<file path="src/design/dsc_pkg.sv">
// dsc_pkg: shared types, constants and the status word decoder for the
// drive state controller. No dependencies.
`default_nettype none

package dsc_pkg;

    // Drive states, as reported on the result item
    typedef enum logic [3:0] {
        ST_START       = 4'd0,
        ST_NOT_READY   = 4'd1,
        ST_DISABLED    = 4'd2,
        ST_READY       = 4'd3,
        ST_SWITCHED_ON = 4'd4,
        ST_ENABLED     = 4'd5,
        ST_QUICKSTOP   = 4'd6,
        ST_FAULT_REACT = 4'd7,
        ST_FAULT       = 4'd8,
        ST_UNDEFINED   = 4'd9
    } t_drive_state;

    // Configuration register indexes
    localparam logic [1:0] CFG_AUTO_TRANSITIONS     = 2'd0;
    localparam logic [1:0] CFG_AUTO_CLEAR_FAULT     = 2'd1;
    localparam logic [1:0] CFG_RESET_REQUEST_ENABLE = 2'd2;

    // Status word masks and patterns
    localparam logic [15:0] SW_MASK_A        = 16'h004F;
    localparam logic [15:0] SW_MASK_B        = 16'h006F;
    localparam logic [15:0] SW_NOT_READY     = 16'h0000;
    localparam logic [15:0] SW_DISABLED      = 16'h0040;
    localparam logic [15:0] SW_READY         = 16'h0021;
    localparam logic [15:0] SW_SWITCHED_ON   = 16'h0023;
    localparam logic [15:0] SW_ENABLED       = 16'h0027;
    localparam logic [15:0] SW_QUICKSTOP     = 16'h0007;
    localparam logic [15:0] SW_FAULT_REACT   = 16'h000F;
    localparam logic [15:0] SW_FAULT         = 16'h0008;

    // Control word masks and forced bits for the automatic transitions
    localparam logic [15:0] CW_MASK_SHUTDOWN  = 16'h007E;
    localparam logic [15:0] CW_SET_SHUTDOWN   = 16'h0006;
    localparam logic [15:0] CW_MASK_SWITCH_ON = 16'h0077;
    localparam logic [15:0] CW_SET_SWITCH_ON  = 16'h0007;
    localparam logic [15:0] CW_MASK_ENABLE    = 16'h007F;
    localparam logic [15:0] CW_SET_ENABLE     = 16'h000F;
    localparam logic [15:0] CW_MASK_FAULT_RST = 16'h00FF;
    localparam logic [15:0] CW_SET_FAULT_RST  = 16'h0080;

    typedef struct packed {
        logic [15:0] drv_status;
        logic [15:0] host_cw;
        logic        operational;
        logic        reset_request;
    } t_in_item;

    typedef struct packed {
        logic [15:0] cmd_cw;
        logic [3:0]  drive_state;
        logic        initialized;
    } t_out_item;

    typedef struct packed {
        logic auto_transitions;
        logic auto_clear_fault;
        logic reset_request_enable;
    } t_cfg;

    typedef struct packed {
        t_drive_state cur_state;
        logic [15:0]  prev_status;
        logic         reset_pending;
        logic         request_seen;
    } t_ctl_state;

    // Status word to drive state, first matching pattern wins
    function automatic t_drive_state decode_status(input logic [15:0] sw);
        logic [15:0] a;
        logic [15:0] b;
        a = sw & SW_MASK_A;
        b = sw & SW_MASK_B;
        if (a == SW_NOT_READY)          decode_status = ST_NOT_READY;
        else if (a == SW_DISABLED)      decode_status = ST_DISABLED;
        else if (b == SW_READY)         decode_status = ST_READY;
        else if (b == SW_SWITCHED_ON)   decode_status = ST_SWITCHED_ON;
        else if (b == SW_ENABLED)       decode_status = ST_ENABLED;
        else if (b == SW_QUICKSTOP)     decode_status = ST_QUICKSTOP;
        else if (a == SW_FAULT_REACT)   decode_status = ST_FAULT_REACT;
        else if (a == SW_FAULT)         decode_status = ST_FAULT;
        else                            decode_status = ST_UNDEFINED;
    endfunction

endpackage

`default_nettype wire

</file>
<file path="src/design/dsc_step.sv">
// dsc_step: per-item logic of the drive state controller: request edge
// detection, control word rewrite and status decode. Uses dsc_pkg.
`default_nettype none

module dsc_step (
    input  dsc_pkg::t_cfg       i_cfg,
    input  dsc_pkg::t_ctl_state i_state,
    input  dsc_pkg::t_in_item   i_item,
    output dsc_pkg::t_ctl_state o_state,
    output dsc_pkg::t_out_item  o_item
);
    import dsc_pkg::*;

    logic         seen_n;
    logic         pend_edge;
    logic         pend_clr;
    logic [15:0]  cw;
    logic [15:0]  cw_out;
    t_drive_state state_n;

    assign cw = i_item.host_cw;

    // Host fault reset request: rising edge sets a pending request
    always_comb begin
        seen_n    = i_state.request_seen;
        pend_edge = i_state.reset_pending;
        if (i_item.operational && i_cfg.reset_request_enable) begin
            seen_n    = i_item.reset_request;
            pend_edge = i_state.reset_pending
                        | (i_item.reset_request & ~i_state.request_seen);
        end
    end

    // Control word rewrite from the state held before this item
    always_comb begin
        cw_out   = cw;
        pend_clr = 1'b0;
        if (i_item.operational && i_cfg.auto_transitions) begin
            case (i_state.cur_state)
                ST_DISABLED: cw_out = (cw & CW_MASK_SHUTDOWN) | CW_SET_SHUTDOWN;
                ST_READY:    cw_out = (cw & CW_MASK_SWITCH_ON) | CW_SET_SWITCH_ON;
                ST_SWITCHED_ON, ST_QUICKSTOP:
                             cw_out = (cw & CW_MASK_ENABLE) | CW_SET_ENABLE;
                ST_FAULT: begin
                    if (i_cfg.auto_clear_fault || pend_edge) begin
                        cw_out   = (cw & CW_MASK_FAULT_RST) | CW_SET_FAULT_RST;
                        pend_clr = 1'b1;
                    end
                end
                default:     cw_out = cw;
            endcase
        end
    end

    // Re-decode only when the status word changed
    assign state_n = (i_item.drv_status != i_state.prev_status)
                     ? decode_status(i_item.drv_status) : i_state.cur_state;

    always_comb begin
        o_state.cur_state     = state_n;
        o_state.prev_status   = i_item.drv_status;
        o_state.reset_pending = pend_edge & ~pend_clr;
        o_state.request_seen  = seen_n;
    end

    // Held state before this item is the previous item's state
    always_comb begin
        o_item.cmd_cw      = cw_out;
        o_item.drive_state = state_n;
        o_item.initialized = (state_n == ST_ENABLED)
                             && (i_state.cur_state == ST_ENABLED);
    end

endmodule

`default_nettype wire

</file>
<file path="src/design/drive_state_controller_top.sv">
// drive_state_controller_top: input register, controller state, result
// register and configuration registers. Uses dsc_pkg and dsc_step.
//
//   channel | signals                                   | direction
//   --------+-------------------------------------------+----------
//   in      | i_in_valid, o_in_ready, i_in_item         | item in
//   out     | o_out_valid, i_out_ready, o_out_item      | item out
//   cfg     | i_cfg_we, i_cfg_addr, i_cfg_data          | write only
//
// One item per clock while the output is not stalled; the path runs from the
// input register to the result register through one pass of the step logic.
// Controller state updates in the same edge that loads the result register,
// so the next item always sees the state this one left.
// A stalled output holds the result register; the input register then holds
// too and o_in_ready drops once it is full.
// Synchronous active-low reset clears all valid, state and config registers.
`default_nettype none

module drive_state_controller_top (
    input  wire                i_clk,
    input  wire                i_rst_n,
    input  wire                i_in_valid,
    output logic               o_in_ready,
    input  dsc_pkg::t_in_item  i_in_item,
    output logic               o_out_valid,
    input  wire                i_out_ready,
    output dsc_pkg::t_out_item o_out_item,
    input  wire                i_cfg_we,
    input  wire [1:0]          i_cfg_addr,
    input  wire                i_cfg_data
);
    import dsc_pkg::*;

    logic       r_in_valid;
    t_in_item   r_in;
    logic       r_out_valid;
    t_out_item  r_out;
    t_cfg       r_cfg;
    t_ctl_state r_state;
    t_ctl_state n_state;
    t_out_item  n_out;
    logic       advance;

    assign advance    = r_in_valid && (!r_out_valid || i_out_ready);
    assign o_in_ready = !r_in_valid || advance;

    // Configuration registers
    always_ff @(posedge i_clk) begin
        if (!i_rst_n) begin
            r_cfg <= '0;
        end else if (i_cfg_we) begin
            unique case (i_cfg_addr)
                CFG_AUTO_TRANSITIONS:     r_cfg.auto_transitions     <= i_cfg_data;
                CFG_AUTO_CLEAR_FAULT:     r_cfg.auto_clear_fault     <= i_cfg_data;
                CFG_RESET_REQUEST_ENABLE: r_cfg.reset_request_enable <= i_cfg_data;
                default: ;
            endcase
        end
    end

    // Input register
    always_ff @(posedge i_clk) begin
        if (!i_rst_n) begin
            r_in_valid <= 1'b0;
        end else if (o_in_ready) begin
            r_in_valid <= i_in_valid;
        end
    end

    always_ff @(posedge i_clk) begin
        if (o_in_ready && i_in_valid) begin
            r_in <= i_in_item;
        end
    end

    dsc_step u_step (
        .i_cfg   (r_cfg),
        .i_state (r_state),
        .i_item  (r_in),
        .o_state (n_state),
        .o_item  (n_out)
    );

    // Controller state and result register
    always_ff @(posedge i_clk) begin
        if (!i_rst_n) begin
            r_out_valid <= 1'b0;
            r_state     <= '{cur_state: ST_START, prev_status: '0,
                             reset_pending: 1'b0, request_seen: 1'b0};
        end else begin
            if (advance) begin
                r_out_valid <= 1'b1;
                r_state     <= n_state;
            end else if (i_out_ready) begin
                r_out_valid <= 1'b0;
            end
        end
    end

    always_ff @(posedge i_clk) begin
        if (advance) begin
            r_out <= n_out;
        end
    end

    assign o_out_valid = r_out_valid;
    assign o_out_item  = r_out;

    // A pending result always matches the held controller state
    a_state_matches: assert property (@(posedge i_clk) disable iff (!i_rst_n)
        r_out_valid |-> (r_out.drive_state == r_state.cur_state))
        else $error("result drive_state differs from held state");

    // Initialized only in operation enabled
    a_init_enabled: assert property (@(posedge i_clk) disable iff (!i_rst_n)
        (r_out_valid && r_out.initialized) |-> (r_out.drive_state == ST_ENABLED))
        else $error("initialized outside operation enabled");

    // Non-operational items pass the control word through
    a_passthrough: assert property (@(posedge i_clk) disable iff (!i_rst_n)
        (advance && !r_in.operational) |=>
            (r_out.cmd_cw == $past(r_in.host_cw)))
        else $error("control word rewritten while not operational");

    // A held input item is not overwritten
    a_in_hold: assert property (@(posedge i_clk) disable iff (!i_rst_n)
        (r_in_valid && !advance) |=> (r_in_valid && $stable(r_in)))
        else $error("input register lost a waiting item");

endmodule

`default_nettype wire

</file>
<file path="config.mk">
export PLATFORM = sky130hd
export DESIGN_NAME = drive_state_controller_top
export DESIGN_NICKNAME = d
export VERILOG_FILES = /design/src/design/dsc_pkg.sv /design/src/design/dsc_step.sv /design/src/design/drive_state_controller_top.sv
export SDC_FILE = /design/constraint.sdc
export NUM_CORES = 1
export LEC_CHECK = 0
export BUFFER_PORTS_ARGS = -buffer_cell sky130_fd_sc_hd__buf_2
export CAP_MARGIN = 10
export CORE_ASPECT_RATIO = 1.75
export CORE_MARGIN = 1.5
export CORE_UTILIZATION = 49
export DETAILED_ROUTE_END_ITERATION = 10
export PLACE_DENSITY = 0.86
export SYNTH_ARGS = -nofsm -noshare
export SYNTH_HDL_FRONTEND = slang
export SYNTH_SLANG_ARGS = --single-unit
</file>
<file path="constraint.sdc">
create_clock -name i_clk -period 1.57 [get_ports i_clk]
set_input_delay 0 -clock i_clk [delete_from_list [all_inputs] [get_ports i_clk]]
set_output_delay 0 -clock i_clk [all_outputs]
set_load 0.05 [all_outputs]
</file>
==> results of run 1 <==
==> power by group through the flow <==
stage	clock [µW]	sequential (µW)	combinational, µW
global route	2170	2500	591
floorplan	0	2600	188
CTS	2090	2480	533
global placement	0	2520	427
detailed placement	0	2530	441
finish	2070	2490	549
==> metal layers <==
layer	routed length, µm	track usage, %	vias to the layer above
met3	271	5.888	22
met1	2533	20.75	1161
met2	4272	40.69	79
met5	0	0	-
li1	-	-	1174
met4	247	13.90	0
==> layout by cell type, fill, tap and decap left out, types with 6 or more instances in the layout <==
cell type       n
mux2i_1         9
nand2_1        47
a21oi_1        23
and2_4          6
buf_2          64
edfxtp_1       55
xor2_1         16
buf_4          19
nor2_1         13
dlygate4sd3_1  38
dfxtp_1        26
clkbuf_16       9
==> critical path, cell delays in order, from the launching register on <==
cell and delay (ps):
edfxtp_1 410, xor2_1 170, nor4_2 310, buf_4 170
nand4_4 140, mux2_2 310
==> state kept, by name, summed over array words and instances, names as in the netlist <==
signal       cells
r_state         22
o_out_item      21
r_in            34
o_out_valid      1
r_cfg            3
r_in_valid       1
==> worst paths after layout <==
| path | start | to | depth (start not counted) | slack (ps) |
|---|---|---|---|---|
| max reg2reg | r_in[29]$_DFFE_PP_ | o_out_item[3]$_DFFE_PP_ | 5 | -190 |
| min reg2reg | r_in[8]$_DFFE_PP_ | o_out_item[11]$_DFFE_PP_ | 0 | 430 |
| min | i_cfg_addr[1] | r_cfg[2]$_SDFFE_PN0P_ | 4 | 50 |
| max | r_in[29]$_DFFE_PP_ | o_out_item[3]$_DFFE_PP_ | 5 | -190 |
==> through the flow <==
stage	setup TNS (ps)	power [µW]	setup slack, ps	instance area, µm²	utilization, %
finish	-1595	5103	-189.1	4619	71.18
detailed placement	-2102	2967	-297.8	3847	59.28
CTS	-1014	5102	-178.0	4574	70.48
global route	-3032	5255	-268.1	4619	71.18
global placement	-1645	2946	-243.0	3847	59.28
floorplan	-386.7	2789	-96.69	3269	-
==> what timing repair did <==
item,4_1_cts,5_1_grt
pin swaps,0,7
hold buffers,38,0
setup buffers,1,0
setup endpoints to repair,17,18
hold endpoints to repair,43,0
gates resized for setup,10,11
==> cell families after synthesis <==
kind of cell              share of synthesized area (%)
and+or+nand+nor                                   15.03
DFF                                               67.33
AOI/OAI and AO/OA                                 6.226
xor gates and xnor gates                          4.804
muxes                                             4.497
buffers and inverters                             2.114
==> cell type report <==
cell class / instances / area, µm² / share of cell area (%)
Sequential cell: 82 / 2196 / 47.54
Multi-Input combinational cell: 166 / 1092 / 23.65
Timing Repair Buffer: 125 / 923.4 / 19.99
Clock buffer: 10 / 229.0 / 4.957
Tap cell: 82 / 102.6 / 2.221
Clock inverter: 6 / 65.06 / 1.408
Inverter: 3 / 11.26 / 0.2438
==> results.sh, run 1 <==
export IMPL_fillCellCount=427
export IMPL_routed_wl_um=7325
export IMPL_start_util_pct=50.16
export IMPL_synth_most_common_cell="edfxtp_1"
export IMPL_rsz0062_at_grt="true"
export IMPL_mappedNetlistArea_um2=3256
export IMPL_grt_pass1_vias=2534
export IMPL_cts_root_buf="clkbuf_16"
export IMPL_hpwl_um=4455
export IMPL_cts_tree="built"
export IMPL_die_h_um=110.8
export IMPL_dp_cells=419
export IMPL_critPathCaptureType="flip-flop"
export IMPL_synth_cell_type_count=39
export IMPL_cp_required_ps=1660
export IMPL_synth_top_flop_cell="edfxtp_1"
export IMPL_switching_power_uw=1192
export IMPL_synth_edf_count=55
export IMPL_port_buffers=64
export IMPL_cp_max_fo=6
export IMPL_grt_ovfl_total=0
export IMPL_p_leak_uw=0.001887
export IMPL_viasPerCell=5.139
export IMPL_yosysWarnings=0
export IMPL_pwr_share_comb_pct=10.8
export IMPL_pwr_share_clk_pct=40.5
export IMPL_ys_seq_area_share_pct=67.33
export IMPL_max_vdd_ir_drop_uv=1054
export IMPL_nets=429
export IMPL_antenna_found_initial=0
export IMPL_antenna_left=0
export IMPL_async_flop_share_pct=0
export IMPL_grtUsageTotal_pct=22.16
export IMPL_ys_ff_latch=82
export IMPL_period_minus_slack_ps=1759
export IMPL_cts_buffers_inserted=9
export IMPL_grt_max_degree=23
export IMPL_rows=39
export IMPL_power_density_nw_per_um2=1105
export IMPL_post_route_period_util_pct=112.0
export IMPL_die_w_um=64.62
export IMPL_die_area_um2=7161
export IMPL_htree_num_levels=3
export IMPL_area_delta_synth_final_pct=41.89
export IMPL_critPathLaunchType="flip-flop"
export IMPL_failed_checks="negative setup slack"
export IMPL_maxSlewHeadroom_pct=73.30
export IMPL_setup_viol=17
export IMPL_clk_path_buf_depth=2
export IMPL_tightest_slew_ps=400.0
export IMPL_path_class="reg -> reg"
export IMPL_max_freq_ghz=0.5685
export IMPL_gp_congestion=0.8279
export IMPL_hold_ws_ps=46.84
export IMPL_power_switching_share_pct=23.36
export IMPL_critPathArrivalTime_ps=1850
export IMPL_status="finished with violations"
export IMPL_synth_fp_nets=304
export IMPL_clkLatencyLatePin_ps=340
export IMPL_drv_cap=0
export IMPL_grt_pass1_wl_um=11650
export IMPL_route_detailed_drc=0
export IMPL_p_seq_share_pct=48.7
export IMPL_synth_common_cells="edfxtp_1, nand2_1, dfxtp_1, a21oi_1, xor2_1"
export IMPL_layout_setup_ws_ps=-189.1
export IMPL_clock_skew_ps=8.640
export IMPL_synth_top_cell_by_area="edfxtp_1"
export IMPL_hold_viol_final=0
export IMPL_final_cells=474
export IMPL_wl_per_cell_um=15.45
export IMPL_syn_avg_cell_area_um2=12.43
export IMPL_antenna_cells=0
export IMPL_drv_slew=0
export IMPL_num_vias=2436
export IMPL_core_area_um2=6490
export IMPL_firstDrtPassIters=7
export IMPL_synthCells=262
export IMPL_clkTransAtPathRegs_ps=60
export IMPL_netlist_area_leader_share_pct=50.73
export IMPL_ios=65
export IMPL_hold_class="in -> reg"
export IMPL_drtIter0Drc=132
export IMPL_netlist_top_cells_area="edfxtp_1, dfxtp_1, nand2_1"
export IMPL_layout_drive_gt1_share_pct=34.69
export IMPL_cts_sinks=82
export IMPL_p_int_uw=3911
No activity file was read; power rests on OpenSTA's default activity.
==> run 2, diff against run 1 <==
- CORE_ASPECT_RATIO: 1.75 -> 1.1
==> results.sh, run 2 (synthesis gave the netlist of run 1 again) <==
export IMPL_status="finished with violations"
export IMPL_failed_checks="negative setup slack"
export IMPL_max_freq_ghz=0.5572
export IMPL_gp_congestion=0.7971
export IMPL_maxSlewHeadroom_pct=74.33
export IMPL_tightest_slew_ps=382.1
export IMPL_final_cells=476
export IMPL_firstDrtPassIters=4
export IMPL_routed_wl_um=7336
export IMPL_period_minus_slack_ps=1795
export IMPL_port_buffers=64
export IMPL_path_cells="xor2_1 -> nor4_2 -> nand4_2 -> o21ai_1 -> and4bb_2"
export IMPL_layout_commonest_cell="buf_2"
export IMPL_htree_num_levels=3
export IMPL_cp_required_ps=1790
export IMPL_die_h_um=88.49
export IMPL_cts_sinks=82
export IMPL_hold_class="in -> reg"
export IMPL_max_vdd_ir_drop_uv=553.8
export IMPL_dp_cells=415
export IMPL_grt_ovfl_total=0
export IMPL_setup_viol=17
export IMPL_max_stage_delay_ps=400
export IMPL_antenna_left=0
export IMPL_cp_slowest_cell="edfxtp_1"
export IMPL_antenna_found_initial=0
export IMPL_fin_util_pct=71.85
export IMPL_clkLatencyLatePin_ps=360
export IMPL_hold_viol_final=0
export IMPL_clock_skew_ps=11.26
export IMPL_clk_path_buf_depth=2
export IMPL_final_cell_mix="buf_2, edfxtp_1, nand2_1"
export IMPL_route_detailed_drc=0
export IMPL_rows=30
export IMPL_layout_drive_gt1_share_pct=34.09
export IMPL_ios=65
export IMPL_nets=433
export IMPL_grt_pass1_wl_um=11350
export IMPL_cp_max_fo=6
export IMPL_hold_ws_ps=30.20
export IMPL_post_route_period_util_pct=114.3
export IMPL_die_area_um2=7143
export IMPL_grt_max_degree=24
export IMPL_p_leak_uw=0.001846
export IMPL_path_class="reg -> reg"
export IMPL_wl_per_cell_um=15.41
export IMPL_die_w_um=80.72
export IMPL_largest_reg_flops=34
export IMPL_largest_register="r_in"
export IMPL_grtUsageTotal_pct=21.79
export IMPL_critPathCaptureType="flip-flop"
export IMPL_clkTransAtPathRegs_ps=90
export IMPL_drtIter0Drc=240
export IMPL_layout_setup_ws_ps=-224.7
export IMPL_critPathArrivalTime_ps=2020
export IMPL_cts_tree="built"
export IMPL_antenna_cells=0
export IMPL_num_vias=2434
export IMPL_viasPerCell=5.113
export IMPL_core_area_um2=6306
export IMPL_critPathLaunchType="flip-flop"
export IMPL_cts_root_buf="clkbuf_8"
export IMPL_fillCellCount=397
export IMPL_area_delta_synth_final_pct=39.16
export IMPL_drv_cap=0
export IMPL_grt_pass1_vias=2444
export IMPL_rsz0062_at_grt="true"
export IMPL_hpwl_um=4304
export IMPL_power_density_nw_per_um2=1014
export IMPL_cts_buffers_inserted=9
export IMPL_drv_slew=0
export IMPL_start_util_pct=51.63
-- run 2: metrics by stage --
stage / instance area [µm²] / power [µW] / setup TNS [ps] / setup slack (ps)
finish: 4531 / 4593 / -1714 / -224.7
CTS: 4478 / 4564 / -1456 / -188.8
global placement: 3817 / 2934 / -1525 / -176.3
detailed placement: 3817 / 2957 / -2030 / -250.8
global route: 4531 / 4749 / -3096 / -276.4
floorplan: 3269 / 2789 / -386.7 / -96.69
-- run 2: routing by layer --
layer	routed length, µm	global-route usage (%)	vias to the layer above
met5	0	0	-
met4	238	13.79	0
met3	327	4.536	20
met2	3899	37.97	86
met1	2871	24.32	1151
li1	-	-	1177
-- run 2: worst paths after layout --
kind / start / end / slack, ps / depth (start not counted)
worst max-delay path: r_in[30]$_DFFE_PP_ / o_out_item[0]$_DFFE_PP_ / -220 / 5
worst min-delay path: i_cfg_addr[1] / r_cfg[2]$_SDFFE_PN0P_ / 30 / 4
worst max register to register: r_in[30]$_DFFE_PP_ / o_out_item[0]$_DFFE_PP_ / -220 / 5
worst min register to register: r_in[7]$_DFFE_PP_ / o_out_item[10]$_DFFE_PP_ / 420 / 0
-- run 2: worst max-delay path: cells and delay by family (launching register included) --
family,cells,cell delay [ps]
compound gates,1,220
simple gates,3,860
flops,1,400
xor+xnor,1,170
-- run 2: cell type report --
type                       count  area [µm²]  area share, %
clock buffer                   9       123.9          2.734
clock inverter                 7       76.32          1.685
multi-input combinational    166        1072          23.67
sequential                    82        2196          48.47
timing repair buffer         129       950.9          20.99
inverter                       3       11.26         0.2485
tap                           80       100.1          2.209
-- run 2: where the power goes --
part | leakage, µW | internal [µW] | switching (µW)
sequential | 0.000746 | 2420 | 60.1
clock | 0.000102 | 748 | 818
combinational | 0.000998 | 250 | 296
total | 0.00185 | 3420 | 1170
-- run 2: timing repair --
item | 4_1_cts | 5_1_grt
endpoints found under the hold margin | 43 | 0
setup endpoints to repair | 17 | 19
setup buffers | 4 | 3
hold buffers | 39 | 0
pin swaps | 5 | 9
gates resized for setup | 9 | 9
==> run 3, diff against run 2 <==
- CORE_UTILIZATION: 49 -> 50
- PLACE_DENSITY: 0.86 -> 0.87
- SYNTH_HIERARCHICAL: not set -> 1
==> results.sh, run 3 <==
export IMPL_grt_pass1_wl_um=10930
export IMPL_critPathLaunchType="flip-flop"
export IMPL_p_leak_uw=0.001855
export IMPL_layout_commonest_cell="buf_2"
export IMPL_cp_required_ps=1860
export IMPL_layout_drive_gt1_share_pct=31.28
export IMPL_antenna_found_initial=0
export IMPL_die_h_um=92.05
export IMPL_firstDrtPassIters=5
export IMPL_netlist_top_cells_area="edfxtp_1, dfxtp_1, mux2i_1"
export IMPL_gp_congestion=0.7813
export IMPL_hold_class="in -> reg"
export IMPL_drtIter0Drc=127
export IMPL_synthCells=283
export IMPL_htree_num_levels=3
export IMPL_final_cell_mix="buf_2, edfxtp_1, nand2_1"
export IMPL_tightest_slew_ps=418.2
export IMPL_synth_most_common_cell="edfxtp_1"
export IMPL_antenna_cells=0
export IMPL_critPathCaptureType="flip-flop"
export IMPL_port_buffers=64
export IMPL_clkLatencyLatePin_ps=350
export IMPL_grtUsageTotal_pct=18.24
export IMPL_area_delta_synth_final_pct=28.29
export IMPL_cts_root_buf="clkbuf_8"
export IMPL_netlist_area_leader_share_pct=45.82
export IMPL_period_minus_slack_ps=1849
export IMPL_drv_slew=0
export IMPL_antenna_left=0
export IMPL_synth_edf_count=55
export IMPL_max_freq_ghz=0.5409
export IMPL_mappedNetlistArea_um2=3605
export IMPL_hold_viol_final=0
export IMPL_ios=65
export IMPL_async_flop_share_pct=0
export IMPL_wl_per_cell_um=14.06
export IMPL_cts_buffers_inserted=9
export IMPL_grt_pass1_vias=2367
export IMPL_syn_avg_cell_area_um2=12.74
export IMPL_largest_register="r_in"
export IMPL_start_util_pct=51.45
export IMPL_fillCellCount=500
export IMPL_cts_sinks=82
export IMPL_hpwl_um=3996
export IMPL_clkTransAtPathRegs_ps=100
export IMPL_final_cells=475
export IMPL_rsz0062_at_grt="true"
export IMPL_maxSlewHeadroom_pct=72.04
export IMPL_status="finished with violations"
export IMPL_drv_cap=0
export IMPL_failed_checks="negative setup slack"
export IMPL_route_detailed_drc=0
export IMPL_cts_tree="built"
export IMPL_num_vias=2353
export IMPL_grt_ovfl_total=0
export IMPL_setup_tns_ps=-2028
export IMPL_dp_cells=415
export IMPL_synth_cell_type_count=46
export IMPL_rows=32
export IMPL_ys_seq_area_share_pct=60.81
export IMPL_yosysWarnings=6
export IMPL_layout_setup_ws_ps=-278.7
export IMPL_clock_skew_ps=16.12
export IMPL_largest_reg_flops=34
export IMPL_ys_ff_latch=82
export IMPL_nets=427
export IMPL_max_vdd_ir_drop_uv=858.9
export IMPL_die_w_um=83.96
export IMPL_power_density_nw_per_um2=997.7
export IMPL_fin_util_pct=66.00
export IMPL_viasPerCell=4.954
export IMPL_synth_top_flop_cell="edfxtp_1"
export IMPL_routed_wl_um=6677
export IMPL_path_class="reg -> reg"
export IMPL_grt_max_degree=44
export IMPL_cp_max_fo=3
export IMPL_die_area_um2=7728
export IMPL_synth_common_cells="edfxtp_1, nand2_1, mux2i_1, dfxtp_1, buf_4"
export IMPL_core_area_um2=7007
export IMPL_setup_viol=9
export IMPL_clk_path_buf_depth=2
export IMPL_synth_top_cell_by_area="edfxtp_1"
export IMPL_critPathArrivalTime_ps=2140
export IMPL_synth_fp_nets=325
export IMPL_post_route_period_util_pct=117.8
[run 3: cell count changes after synthesis, moves of 4 or more]
cell     delta
mux2_2      -4
nor2_1      -9
mux2i_1    +19
nor2b_1     +7
and2_1      -8
buf_4      +24
a21oi_1    -21
nor4_1      -4
[run 3: where the power goes]
group | total (µW) | internal, µW | switching (µW)
combinational | 548 | 254 | 295
sequential | 2480 | 2420 | 58.6
clock | 1580 | 753 | 830
[run 3: layout make-up]
cell class | instances | area, µm² | share of cell area (%)
Timing Repair Buffer | 126 | 928.4 | 20.08
Inverter | 4 | 15.01 | 0.3247
Clock buffer | 9 | 123.9 | 2.679
Tap cell | 85 | 106.4 | 2.300
Clock inverter | 7 | 77.57 | 1.677
Sequential cell | 82 | 2195 | 47.46
Multi-Input combinational cell | 162 | 1179 | 25.49
[run 3: path summary, 6_finish.rpt]
| path | start | to | slack (ps) | cells after the start |
|---|---|---|---|---|
| setup / recovery | r_in[19]$_DFFE_PP_ | r_state[19]$_SDFFE_PN0P_ | -280 | 7 |
| hold / removal | i_cfg_addr[1] | r_cfg[1]$_SDFFE_PN0P_ | 40 | 4 |
| setup reg to reg | r_in[19]$_DFFE_PP_ | r_state[19]$_SDFFE_PN0P_ | -280 | 7 |
| hold reg to reg | r_in[8]$_DFFE_PP_ | o_out_item[11]$_DFFE_PP_ | 430 | 0 |
[run 3: cell families after synthesis]
kind of cell	after synthesis	share of synthesized area [%]
buffers and inverters	39	8.018
xor gates and xnor gates	17	4.339
and+or+nand+nor	96	14.93
muxes	30	8.400
AOI/OAI and AO/OA	19	3.505
DFF	82	60.81
[run 3: metrics by stage]
step           cell area, µm²  total power, µW  worst slack, ps  hold WS (ps)
2_1_floorplan            3615             2880           -231.2         98.87
3_3_place_gp             3945             2968           -136.7         176.8
3_5_place_dp             3945             2985           -247.0         178.1
4_1_cts                  4591             4606           -248.4         32.76
5_1_grt                  4624             4786           -388.5         76.68
6_report                 4624             4614           -278.7         42.84
[run 3: metal layers]
layer | track usage (%) | share of wire, % | wire length [µm] | vias to the layer above
li1 | - | - | - | 1169
met1 | 21.48 | 43 | 2842 | 1102
met2 | 31.38 | 52 | 3444 | 71
met3 | 4.320 | 4.3 | 288 | 11
met4 | 8.743 | 1.5 | 100 | 0
met5 | 0 | 0 | 0 | -
[run 3: worst max-delay path, cell delays in order (launching register included)]
cell	delay (ps)
edfxtp_1	430
buf_4	160
or3_4	380
or3b_1	380
o21ai_1	90
mux2_4	160
nand2_1	70
mux2i_1	130
[run 3: repair_timing]
item	CTS	global route
gates resized for setup	3	6
setup buffers	1	1
hold buffers	42	0
gates cloned	0	0
setup endpoints to repair	9	20
endpoints found under the hold margin	39	0
pin swaps	4	3
